[config.mk]
export PLATFORM = sky130hd
export DESIGN_NAME = sem_result_fifo
export DESIGN_NICKNAME = d
export VERILOG_FILES = /design/src/design/sem_pkg.sv /design/src/design/sem_result_fifo.sv
export SDC_FILE = /design/constraint.sdc
export NUM_CORES = 1
export LEC_CHECK = 0
export BUFFER_PORTS_ARGS = -buffer_cell sky130_fd_sc_hd__buf_2
export CAP_MARGIN = 30
export CORE_MARGIN = 5
export CORE_UTILIZATION = 40
export CTS_CLUSTER_DIAMETER = 150
export CTS_CLUSTER_SIZE = 20
export DETAILED_ROUTE_END_ITERATION = 6
export GPL_TIMING_DRIVEN = 0
export PLACE_DENSITY = 0.62
export SYNTH_ARGS = -nofsm -noshare
export SYNTH_HDL_FRONTEND = slang
export SYNTH_SLANG_ARGS = --single-unit
[constraint.sdc]
create_clock -name clock -period 4.8 [get_ports clock]
set_clock_uncertainty 0.1 [all_clocks]
set_input_delay 0.48 -clock clock [delete_from_list [all_inputs] [get_ports clock]]
set_output_delay 0.48 -clock clock [all_outputs]
set_load 0.1 [all_outputs]
[src/design/sem_pkg.sv]
// Shared types and constants for the Sobel edge magnitude stream block.
`default_nettype none
package sem_pkg;

   localparam logic [1:0] MODE_X    = 2'd0;
   localparam logic [1:0] MODE_Y    = 2'd1;
   localparam logic [1:0] MODE_SUM  = 2'd2;
   localparam logic [1:0] MODE_COPY = 2'd3;

   localparam logic [1:0] REG_MODE   = 2'd0;
   localparam logic [1:0] REG_WIDTH  = 2'd1;
   localparam logic [1:0] REG_HEIGHT = 2'd2;

   localparam logic [1:0]  MODE_RESET   = MODE_SUM;
   localparam logic [10:0] WIDTH_RESET  = 11'd640;
   localparam logic [11:0] HEIGHT_RESET = 12'd480;

   localparam int CSR_DW = 12;

   localparam int FIFO_DEPTH = 16;
   localparam int FIFO_AW    = $clog2(FIFO_DEPTH);

   localparam logic [7:0] PIX_MAX = 8'd255;

   typedef struct packed {
      logic [7:0] pixel;
      logic       frame_start;
   } sem_req_type;

   typedef struct packed {
      logic [11:0] out_row;
      logic [9:0]  out_col;
      logic [7:0]  out_value;
      logic        last;
   } sem_rsp_type;

   typedef struct packed {
      logic [7:0] upper;
      logic [7:0] middle;
   } sem_column_type;

   typedef struct packed {
      logic [7:0]  pixel;
      logic [11:0] row;
      logic [9:0]  col;
      logic        center;
      logic        border;
   } sem_tag_type;

   typedef struct packed {
      logic [1:0]  num;
      sem_rsp_type first;
      sem_rsp_type second;
   } sem_push_type;

endpackage
`default_nettype wire

[src/design/sem_result_fifo.sv]
// Result queue: takes up to two words per cycle, gives one.
`default_nettype none
module sem_result_fifo
   import sem_pkg::*;
(
   input  wire logic           clock,
   input  wire logic           reset,
   input  wire sem_push_type   push,
   input  wire logic           pop,
   output sem_rsp_type         head,
   output logic                not_empty,
   output logic [FIFO_AW:0]    count
);

   sem_rsp_type        fifo_ff [FIFO_DEPTH];
   logic [FIFO_AW-1:0] wr_ptr_ff, wr_ptr_in, wr_ptr_nx;
   logic [FIFO_AW-1:0] rd_ptr_ff, rd_ptr_in;
   logic [FIFO_AW:0]   count_ff, count_in;

   always_comb begin
      wr_ptr_nx = wr_ptr_ff + FIFO_AW'(1);
      wr_ptr_in = wr_ptr_ff + FIFO_AW'(push.num);
      rd_ptr_in = rd_ptr_ff + FIFO_AW'(pop);
      count_in  = count_ff + (FIFO_AW + 1)'(push.num) - (FIFO_AW + 1)'(pop);
   end

   always_ff @(posedge clock) begin
      if (reset) begin
         wr_ptr_ff <= '0;
         rd_ptr_ff <= '0;
         count_ff  <= '0;
      end else begin
         wr_ptr_ff <= wr_ptr_in;
         rd_ptr_ff <= rd_ptr_in;
         count_ff  <= count_in;
      end
   end

   always_ff @(posedge clock) begin
      if (push.num != 2'd0) begin
         fifo_ff[wr_ptr_ff] <= push.first;
      end
      if (push.num == 2'd2) begin
         fifo_ff[wr_ptr_nx] <= push.second;
      end
   end

   assign head      = fifo_ff[rd_ptr_ff];
   assign not_empty = (count_ff != '0);
   assign count     = count_ff;

endmodule
`default_nettype wire

Word-level counts from Yosys, hierarchy flattened --
Memories as Yosys holds them, arrays and structs flattened. A register that Yosys moved wholly into a read port is not among the register bits. Index checks and enable logic that the tools add are counted.
Word-level totals: register bits after elaboration 13, RAM bits 496, memories kept 1
Memory list:
- fifo_ff | depth 16, width 31, read ports 1, clocked after Yosys merged registers in 1, write ports 2, line sem_result_fifo.sv:15 | sem_rsp_type fifo_ff [FIFO_DEPTH];
Operators by class: add/subtract/negate cells 5, equality and inequality tests 1, muxes and demuxes 5, reduce and logical (&&, ||, !) cells 2
Operator list (count):
- adder 5 x 2 -> 5 bit | 1
- nonzero test 5 bit | 1
- subtractor 5 x 1 -> 5 bit | 1
- adder 4 x 1 -> 4 bit | 1
- adder 4 x 1 -> 4 bit (second input constant) | 1
- adder 4 x 2 -> 4 bit | 1
- two-way mux 1 bit | 4
- two-way mux 4 bit | 1
- == test 2 bit (second input constant) | 1
- nonzero test 2 bit | 1

Depth between registers and ports, before layout --
word-level depth 3, mapped depth 9, gate-level depth less buffers 9

Least setup slack after synthesis --
Ideal clock, no wire load.
path type input to register, start input port push[62] in the netlist's numbering, end memory fifo_ff[0][0] in the netlist's numbering, enable pin, setup time 0.469 ns, arrival time 3.318 ns, data required time 4.231 ns, path slack 0.913 ns, stages 3, path buffers 1, cells stage by stage clkbuf_1 > o21ai_0 > o32ai_1
RTL lines:
- from (decl) | line sem_result_fifo.sv:8 | input wire sem_push_type push,
- to (decl) | line sem_result_fifo.sv:15

==> flow_summary.yaml <==
detailed_routing:
  antenna_left: 0
  vias_per_cell: 5.89
  finalWirelength_microns: 77400
  routed-via-count: 14900
  wl_per_cell_microns: 30.7
  drcViolationCount: 0
  drt_iter0_drc: 1742
  first_pass_iters: 5
placement:
  dp_cells: 2475
  io_buffers: 103
  dp_worst_setup_slack_ns: 1.43
  place_congestion: 0.817
  dp_hpwl_microns: 50200
clocking:
  cts_buffers: 29
  post-cts-setup-buffers: 0
  cts.path.max_buffers: 3
  cts-root-buf: "clkbuf_16"
  cts.sinks: 509
  clk_pin_slew_ns: 0.09
  htree_levels: 1
  cts_tree: "built"
  ctsResizeCount: 0
  holdBufCountCts: 0
  clk_latency_ns: 0.62
worst_hold_path:
  holdPathStages: 2
  min_to: "rd_ptr_ff[0]"
  hold_start: "reset"
  hp-class: "input port to register"
critical_path:
  path_max_fanout: 10
  path_class: "register to output port"
  reg2reg_from: "wr_ptr_ff[3]"
  crit_path_start_kind: "register"
  worst_r2r_endpoint: "fifo_ff[8][26]"
  r2r_slack_ns: 1.79
  critPathCaptureType: "output port"
  crit_arrival_ns: 3.43
  reg2reg_depth: 4
  cp.required_ns: 4.22
global_routing:
  grt_pass1_vias: 15500
  grt_first_pass_wirelength_microns: 110000
  grt.overflow.total: 0
  grt_use_total: 0.218
  grt_max_degree: 22
  antenna_found_initial: 11
die:
  placementRows: 92
  start_util: 0.404
  die_x_microns: 262
  die_h_microns: 262
  die-area_sq_um: 68900
  ioPinCount: 104
  core_sq_um: 63100
yosys:
  synth_common_cells: "edfxtp_1, mux2_2, mux4_2, clkbuf_1, a22oi_1"
  synth_cell_types: 32
  syn-cell-area_sq_um: 25500
  synth_edf_count: 496
  synth_nets: 1572
  yosys-top-cells-area: "edfxtp_1, mux2_2, mux4_2"
  synth_cells: 1492
  synth.most_common_cell: "edfxtp_1"
  synth_ff_type: "edfxtp_1"
  ys_async_sr_fraction: 0
  synth_seq_cells: 509
  synth-seq-area-share: 0.594
  yosysTopAreaCell: "edfxtp_1"
  synth_top_area_frac: 0.584
  syn_avg_cell_area_sq_um: 17.1
  ys_warn_count: 0
sta:
  post-route-period-util: 0.835
  hold_viol_final: 0
  slew_headroom: 0.261
  report.final.slew_viol_count: 0
  timing.hold.ws_ns: 0.0280
  timing.fmax_ghz: 0.249
  min_period_ns: 4.01
  setup_viol: 0
  post-route-worst-setup-slack_ns: 0.792
  rsz0062_at_grt: "false"
  tightest_slew_ns: 1.11
outcome:
  status: "finished clean"
finish:
  final_util: 0.453
  drive_gt1_frac: 0.498
  fin_nets: 1742
  final_cells: 2524
  syn_to_final_growth_pct: 12.1
pwr:
  clkPwrFrac: 0.264
  p_switching_uw: 2940
  seqPwrFrac: 0.523
  p_sw_frac: 0.298
  peakVddDrop_v: 0.000351
  internal_power_uw: 6920
  p_per_area_nw_per_um2: 345
  pwr-share-comb: 0.213
  leakagePower_uw: 0.00922
job:
  maxCapViolations: 0
[per-layer routing]
metal | part of all wire | global-route usage | vias up
met5 | 0.00097 | 0 | -
met4 | 0.029 | 0.0595 | 10
met3 | 0.094 | 0.0495 | 142
met2 | 0.48 | 0.363 | 748
met1 | 0.39 | 0.289 | 7669
li1 | - | - | 6285
[placed cells by master, fill, tap and decap left out, types with 11 or more instances in the layout]
cell         n
mux2_2     455
ha_1        11
clkbuf_16   29
mux2_1      41
nor2_1      15
dfxtp_1     13
edfxtp_1   496
buf_6       15
nand2_1     46
clkbuf_1    98
a22oi_1     62
buf_2      165
mux4_2     124
[power groups by stage]
stage / logic [uW] / clock network, uW / registers, uW
6_report: 2100 / 2600 / 5160
5_1_grt: 2210 / 2810 / 5170
4_1_cts: 2100 / 2650 / 5160
3_5_place_dp: 2100 / 0 / 5260
3_3_place_gp: 1980 / 0 / 5290
2_1_floorplan: 1380 / 0 / 5350
[worst max path at each step]
stage,start,endpoint,slack (ns),cells past startpoint
final,rd_ptr_ff[1],head[30],0.79,7
after global routing,rd_ptr_ff[0],head[20],0.69,7
after CTS,rd_ptr_ff[1],head[29],0.76,7
after detailed placement,rd_ptr_ff[1],head[29],1.43,7
after global placement,push[62],fifo_ff[0][7],-2.99,4
after floorplan,push[62],fifo_ff[0][0],0.91,3
[stage by stage]
step | total power, uW | area, sq um | TNS [ns]
final | 9860 | 28600 | 0
after global placement | 7260 | 27100 | -585.82
after global routing | 10200 | 28600 | 0
after floorplan | 6730 | 25500 | 0
after detailed placement | 7360 | 27800 | 0
after CTS | 9910 | 28600 | 0
[cells by family after synthesis]
kind of cell | count (synthesis) | share of synthesized area
AO/OA/AOI/OAI | 75 | 0.0212
XOR/XNOR | 7 | 0.00240
adder cells (fa/ha/maj) | 13 | 0.00697
buffers and inverters | 165 | 0.0279
flip-flops | 509 | 0.594
multiplexers | 620 | 0.329
AND/OR/NAND/NOR | 103 | 0.0187
[sequential cells by signal (all words and copies together) (netlist names)]
| signal | cells |
|---|---|
| fifo_ff | 496 |
| count | 5 |
| rd_ptr_ff | 4 |
| wr_ptr_ff | 4 |
[area by class of cell]
| class | count | area, sq um |
|---|---|---|
| Fill cell | 5577 | 34500 |
| Sequential cell | 509 | 15200 |
| Multi-Input combinational cell | 818 | 9760 |
| Timing Repair Buffer | 139 | 1090 |
| Tap cell | 846 | 1060 |
| Clock buffer | 39 | 763 |
| Buffer | 155 | 673 |
| Inverter | 10 | 37.5 |
| Clock inverter | 2 | 36.3 |
| Antenna cell | 6 | 15.0 |
[worst max-delay path: stages (launching register included)]
cell      delay (ns)
dfxtp_1         0.34
buf_2           0.21
buf_2           0.32
clkbuf_1        0.75
mux4_2          0.39
a22oi_1         0.09
nand2_1         0.24
buf_2           0.47
No activity file was read; power rests on OpenSTA's default activity.
