`config.mk`:
```
export PLATFORM = sky130hd
export DESIGN_NAME = sem_edge_unit
export DESIGN_NICKNAME = d
export VERILOG_FILES = /design/src/design/sem_pkg.sv /design/src/design/sem_edge_unit.sv
export SDC_FILE = /design/constraint.sdc
export NUM_CORES = 1
export LEC_CHECK = 0
export BUFFER_PORTS_ARGS = -buffer_cell sky130_fd_sc_hd__buf_4
export CAP_MARGIN = 20
export CORE_ASPECT_RATIO = 0.8
export CORE_UTILIZATION = 55
export DETAILED_ROUTE_END_ITERATION = 16
export GPL_TIMING_DRIVEN = 0
export PLACE_DENSITY = 0.76
export SYNTH_ARGS = -nofsm -noshare
export SYNTH_HDL_FRONTEND = slang
export SYNTH_SLANG_ARGS = --single-unit
```
`constraint.sdc`:
```
create_clock -name clock -period 9.8 [get_ports clock]
set_input_delay 0 -clock clock [delete_from_list [all_inputs] [get_ports clock]]
set_output_delay 0 -clock clock [all_outputs]
set_load 0.1 [all_outputs]
```
`src/design/sem_pkg.sv`:
```
// Shared types and constants for the Sobel edge magnitude stream block.
`default_nettype none
package sem_pkg;

   localparam logic [1:0] MODE_X    = 2'd0;
   localparam logic [1:0] MODE_Y    = 2'd1;
   localparam logic [1:0] MODE_SUM  = 2'd2;
   localparam logic [1:0] MODE_COPY = 2'd3;

   localparam logic [1:0] REG_MODE   = 2'd0;
   localparam logic [1:0] REG_WIDTH  = 2'd1;
   localparam logic [1:0] REG_HEIGHT = 2'd2;

   localparam logic [1:0]  MODE_RESET   = MODE_SUM;
   localparam logic [10:0] WIDTH_RESET  = 11'd640;
   localparam logic [11:0] HEIGHT_RESET = 12'd480;

   localparam int CSR_DW = 12;

   localparam int FIFO_DEPTH = 16;
   localparam int FIFO_AW    = $clog2(FIFO_DEPTH);

   localparam logic [7:0] PIX_MAX = 8'd255;

   typedef struct packed {
      logic [7:0] pixel;
      logic       frame_start;
   } sem_req_type;

   typedef struct packed {
      logic [11:0] out_row;
      logic [9:0]  out_col;
      logic [7:0]  out_value;
      logic        last;
   } sem_rsp_type;

   typedef struct packed {
      logic [7:0] upper;
      logic [7:0] middle;
   } sem_column_type;

   typedef struct packed {
      logic [7:0]  pixel;
      logic [11:0] row;
      logic [9:0]  col;
      logic        center;
      logic        border;
   } sem_tag_type;

   typedef struct packed {
      logic [1:0]  num;
      sem_rsp_type first;
      sem_rsp_type second;
   } sem_push_type;

endpackage
`default_nettype wire

```
`src/design/sem_edge_unit.sv`:
```
// 3x3 window and Sobel gradient stage; builds up to two result words per pixel.
`default_nettype none
module sem_edge_unit
   import sem_pkg::*;
(
   input  wire logic           clock,
   input  wire logic           reset,
   input  wire logic           in_valid,
   input  wire sem_tag_type    in_tag,
   input  wire sem_column_type in_column,
   input  wire logic [1:0]     mode,
   output sem_push_type        push
);

   logic [7:0]  win_ff [3][3];
   logic [7:0]  win_in [3][3];
   logic        s2_valid_ff;
   sem_tag_type s2_tag_ff;

   logic [9:0]  left_sum, right_sum, top_sum, bot_sum;
   logic [9:0]  abs_x, abs_y;
   logic [10:0] sel;
   logic [7:0]  value;
   sem_rsp_type center_word, border_word;

   always_comb begin
      win_in = win_ff;
      if (in_valid) begin
         for (int i = 0; i < 3; i++) begin
            win_in[i][0] = win_ff[i][1];
            win_in[i][1] = win_ff[i][2];
         end
         win_in[0][2] = in_column.upper;
         win_in[1][2] = in_column.middle;
         win_in[2][2] = in_tag.pixel;
      end
   end

   always_ff @(posedge clock) begin
      if (reset) begin
         s2_valid_ff <= 1'b0;
         for (int i = 0; i < 3; i++) begin
            for (int j = 0; j < 3; j++) begin
               win_ff[i][j] <= 8'd0;
            end
         end
      end else begin
         s2_valid_ff <= in_valid;
         win_ff      <= win_in;
      end
   end

   always_ff @(posedge clock) begin
      if (in_valid) begin
         s2_tag_ff <= in_tag;
      end
   end

   // weights 1,2,1 along each edge of the window
   always_comb begin
      left_sum  = {2'b0, win_ff[0][0]} + {1'b0, win_ff[1][0], 1'b0} + {2'b0, win_ff[2][0]};
      right_sum = {2'b0, win_ff[0][2]} + {1'b0, win_ff[1][2], 1'b0} + {2'b0, win_ff[2][2]};
      top_sum   = {2'b0, win_ff[0][0]} + {1'b0, win_ff[0][1], 1'b0} + {2'b0, win_ff[0][2]};
      bot_sum   = {2'b0, win_ff[2][0]} + {1'b0, win_ff[2][1], 1'b0} + {2'b0, win_ff[2][2]};
      abs_x = (left_sum >= right_sum) ? left_sum - right_sum : right_sum - left_sum;
      abs_y = (top_sum >= bot_sum) ? top_sum - bot_sum : bot_sum - top_sum;
      case (mode)
         MODE_X:   sel = {1'b0, abs_x};
         MODE_Y:   sel = {1'b0, abs_y};
         MODE_SUM: sel = {1'b0, abs_x} + {1'b0, abs_y};
         default:  sel = {3'b0, win_ff[1][1]};
      endcase
      value = (sel > {3'b0, PIX_MAX}) ? PIX_MAX : sel[7:0];
   end

   always_comb begin
      center_word.out_row   = s2_tag_ff.row - 12'd1;
      center_word.out_col   = s2_tag_ff.col - 10'd1;
      center_word.out_value = value;
      center_word.last      = ~s2_tag_ff.border;
      border_word.out_row   = s2_tag_ff.row;
      border_word.out_col   = s2_tag_ff.col;
      border_word.out_value = s2_tag_ff.pixel;
      border_word.last      = 1'b1;

      push.first  = s2_tag_ff.center ? center_word : border_word;
      push.second = border_word;
      if (!s2_valid_ff) begin
         push.num = 2'd0;
      end else begin
         push.num = 2'({1'b0, s2_tag_ff.center} + {1'b0, s2_tag_ff.border});
      end
   end

endmodule
`default_nettype wire

```
# Word level (Yosys, flattened, before mapping)
# Index checks and enable logic that the tools add are counted.
# op_classes
addsub	16
magnitude_cmp	3
eq_ne	2
n_mux	6
bitwise_logic	1
n_reduce_logical	1
# op_table
op	n
$add 10x8->10	4
$add 8x9->10	4
$sub 10x10->10	4
$pmux 11 s3	1
$mux 31	1
$ge 10x10->1	2
$mux 10	2
$sub 12x1->12 const B	1
$add 10x10->11	1
$gt 11x8->1 const B	1
$sub 10x1->10 const B	1
$mux 8	1
$add 1x1->2	1
$eq 2x1->1 const B	1
$eq 2x2->1 const B	1
$logic_not 2->1	1
$mux 2	1
$not 1->1	1
# totals
reg_bits	105
in_bits	53
output_inout_bits	64

# Longest topological paths before layout
# logic_depth
word_depth	9
ltp_mapped	31
ltp_nobuf	31

# Worst setup path after synthesis
# OpenSTA, ideal clock, no wires.
# synth_path
kind	register to output
from	reg win_ff[49] (netlist name)
to	out push[35] (netlist name)
t_arrival_ns	7.836
t_required_ns	9.800
setup_slack_ns	1.964
path_stages_with_launch	29
path_cell_list	dfxtp_1 -> inv_1 -> fa_1 -> inv_1 -> ha_1 -> fa_1 -> a21o_1 -> a21oi_1 -> o21bai_1 -> a21oi_1 -> nor2b_1 -> o21ai_0 -> nand2b_1 -> ha_1 -> nand2_1 -> or4_4 -> and2_1 -> buf_6 -> nand2_1 -> mux2_2 -> fa_1 -> a211o_1 -> a21oi_1 -> a211oi_1 -> mux2i_1 -> o2111ai_1 -> a311oi_1 -> nor3_1 -> a31oi_1
# synth_rtl
item	line_no	source
start, declared	sem_edge_unit.sv:15	logic [7:0] win_ff [3][3];
start signal, assigned	sem_edge_unit.sv:49	win_ff <= win_in;
end, declared	sem_edge_unit.sv:12	output sem_push_type push

==> results.tsv <==
metric	value	unit
pwr_density_cell	205.9	mW/mm2
slowest_stage	nor2_1	
end_kind	output pin	
yosys-top-cells-area	dfxtp_1 16%, ha_1 12%, edfxtp_1 11%	
fin_skew	3.833	ps
place_area	0.01011	mm2
portBuffers	114	
worst_slack	1628	ps
ctsHoldBuffers	48	
finalCriticalPeriod	8172	ps
ios	117	
postCtsSetupRepairBufs	0	
fp.dieH	116.3	um
max_stage_delay	650	ps
worstHoldEndpoint	win_ff[22]	
synth-async-reset-ratio	0	%
ys.flop_type	dfxtp_1	
ir_drop	133.4	uV
arrival	8170	ps
fp.dieArea	0.01686	mm2
wl	24.28	mm
cts.path.max_buffers	2	
grt_overflow	0	
synthToLayoutAreaGrowth	21.34	%
numCtsBuffers	9	
vias	7593	
status	complete, no violations	
grt_pass1_vias	7371	
dr.pass1.iters	5	
worst_r2r_path_depth	2	
r2r-start	win_ff[50]	
worstPathRequired	9800	ps
hold_path.class	input port to flop	
gp_congestion	0.9305	
dp_hpwl	19.25	mm
synthCells	1008	
clk_pin_slew	80	ps
yosysTopAreaCell	dfxtp_1	
ant_nets	0	
vias_per_cell	5.416	
stdcell_area	0.01091	mm2
pre_cts_ws	2204	ps
fin_tns_setup	0	ps
dr.first_iter.drc_count	497	
cts_resized	0	
syn-mean-instance-area	8.916	um2
die_w	144.9	um
ys_types	69	
period_share	83.39	%
ys_warn_count	0	
core	0.01585	mm2
cap_violations	0	
synth_edf_count	32	
drive_gt1_share	15.68	%
rsz0062_at_grt	no	
drv_slew	0	
cts_root_buf	clkbuf_16	
setup_viol	0	
grt_usage	29.34	%
worstPathMaxFanout	10	
hold_viol_final	0	
wl_per_cell	17.32	um
cts_num_sinks	105	
synthesis.area	0.008987	mm2
drc_errors	0	
nets	1358	
ys_seq_area_share	26.95	%
initial_core_util	56.70	%
max_freq	122.4	MHz
worstHoldPathCells	2	
htree_levels	3	
synth-seq-cells	105	
max_slew_margin	35.13	%
whs	13.91	ps
synth_fp_nets	1185	
hold_start	reset	
tightest_slew	973.1	ps
yosysMostFrequentCell	inv_1	
final_util	68.80	%
rows	41	
power.static_leakage	0.005258	uW
tritoncts	done	
timing.reg2reg.setup_slack	9040	ps
clk_latency	360	ps
grt_pass1_wl	38.43	mm
grt_max_degree	34	
crit_type	flop to output pin	
netlist_top_cells_count	153 x inv_1, 100 x nor2_1, 87 x ha_1	
start_kind	flop	
synth_top_area_share	16.26	%
r2r_end	win_ff[50]	
antenna_found_initial	1	
[layout make-up]
| type | count | area [um2] |
|---|---|---|
| antenna | 1 | 2.502 |
| buffer | 65 | 390.4 |
| clock buffer | 9 | 225.2 |
| clock inverter | 7 | 85.08 |
| fill | 1236 | 4946 |
| inverter | 154 | 578.1 |
| multi-input combinational | 684 | 5597 |
| sequential | 105 | 2422 |
| tap | 215 | 269.0 |
| timing repair buffer | 162 | 1336 |
[worst max path at each step]
stage                     from  endpoint
floorplan           win_ff[49]  push[35]
global placement    win_ff[49]  push[36]
detailed placement  win_ff[49]  push[35]
CTS                 win_ff[49]  push[36]
global route        win_ff[17]  push[36]
finish              win_ff[17]  push[36]
[per-stage QoR]
step | std cells | power (uW)
floorplan | 1008 | 1542
global placement | 1337 | 1814
detailed placement | 1337 | 1833
CTS | 1401 | 2224
global route | 1401 | 2382
finish | 1402 | 2246
[cells in the final DEF (no fill, tap or decap), drive strengths merged, types with 5 or more instances in the layout]
cell type,netlist,layout
a211oi,7,7
a21boi,6,6
a21o,20,20
a21oi,55,55
a31oi,8,8
and2,8,8
and3,5,5
buf,43,157
clkbuf,22,31
clkinv,1,5
dfxtp,73,73
dlygate4sd3,0,48
edfxtp,32,32
fa,37,37
ha,87,87
inv,153,155
mux2i,85,85
nand2,34,34
nand2b,10,10
nand3,14,14
nand4,5,5
nor2,100,100
nor2b,9,9
nor3,14,14
o21a,5,5
o21ai,27,27
o21bai,19,19
or2,5,5
or3,5,5
xnor2,40,40
xor2,20,20
[layer usage]
| metal | global-route usage [%] | wire length [um] | vias up |
|---|---|---|---|
| li1 | - | - | 3713 |
| met1 | 40.31 | 11280 | 3622 |
| met2 | 46.99 | 10940 | 229 |
| met3 | 6.758 | 1640 | 29 |
| met4 | 7.163 | 422 | 0 |
| met5 | 0 | 0 | - |
[power by group]
part	total [uW]	switching, uW	internal, uW
logic	1380	901	479
registers	495	24.4	471
clock network	370	187	183
total	2250	1110	1130
[sequential cells by signal (all words and copies together) (netlist names)]
register,flops
win_ff,72
s2_valid_ff,1
push,30
s2_tag_ff,2
[kinds of logic (layout without fill, tap and decap cells)]
group,Yosys count,in the layout,share of synthesized area [%]
buffers and inverters,219,397,10.78
AND/OR/NAND/NOR,224,224,11.90
XOR/XNOR,60,60,5.847
other,1,2,0.04173
adder cells (fa/ha/maj),124,124,20.35
flip-flops,105,105,26.95
multiplexers,89,89,10.22
AO/OA/AOI/OAI,186,186,13.91
[worst max-delay path, delay by kind of cell, from the launching register on]
kind	cells	cell delay (ps)
buffers and inverters	4	700
and+or+nand+nor	5	1210
xor gates and xnor gates	1	140
adders and majority gates	5	2010
DFF	1	350
AOI/OAI and AO/OA	11	2690
muxes	2	680
Note: power is estimated with default switching activity, not from simulation.
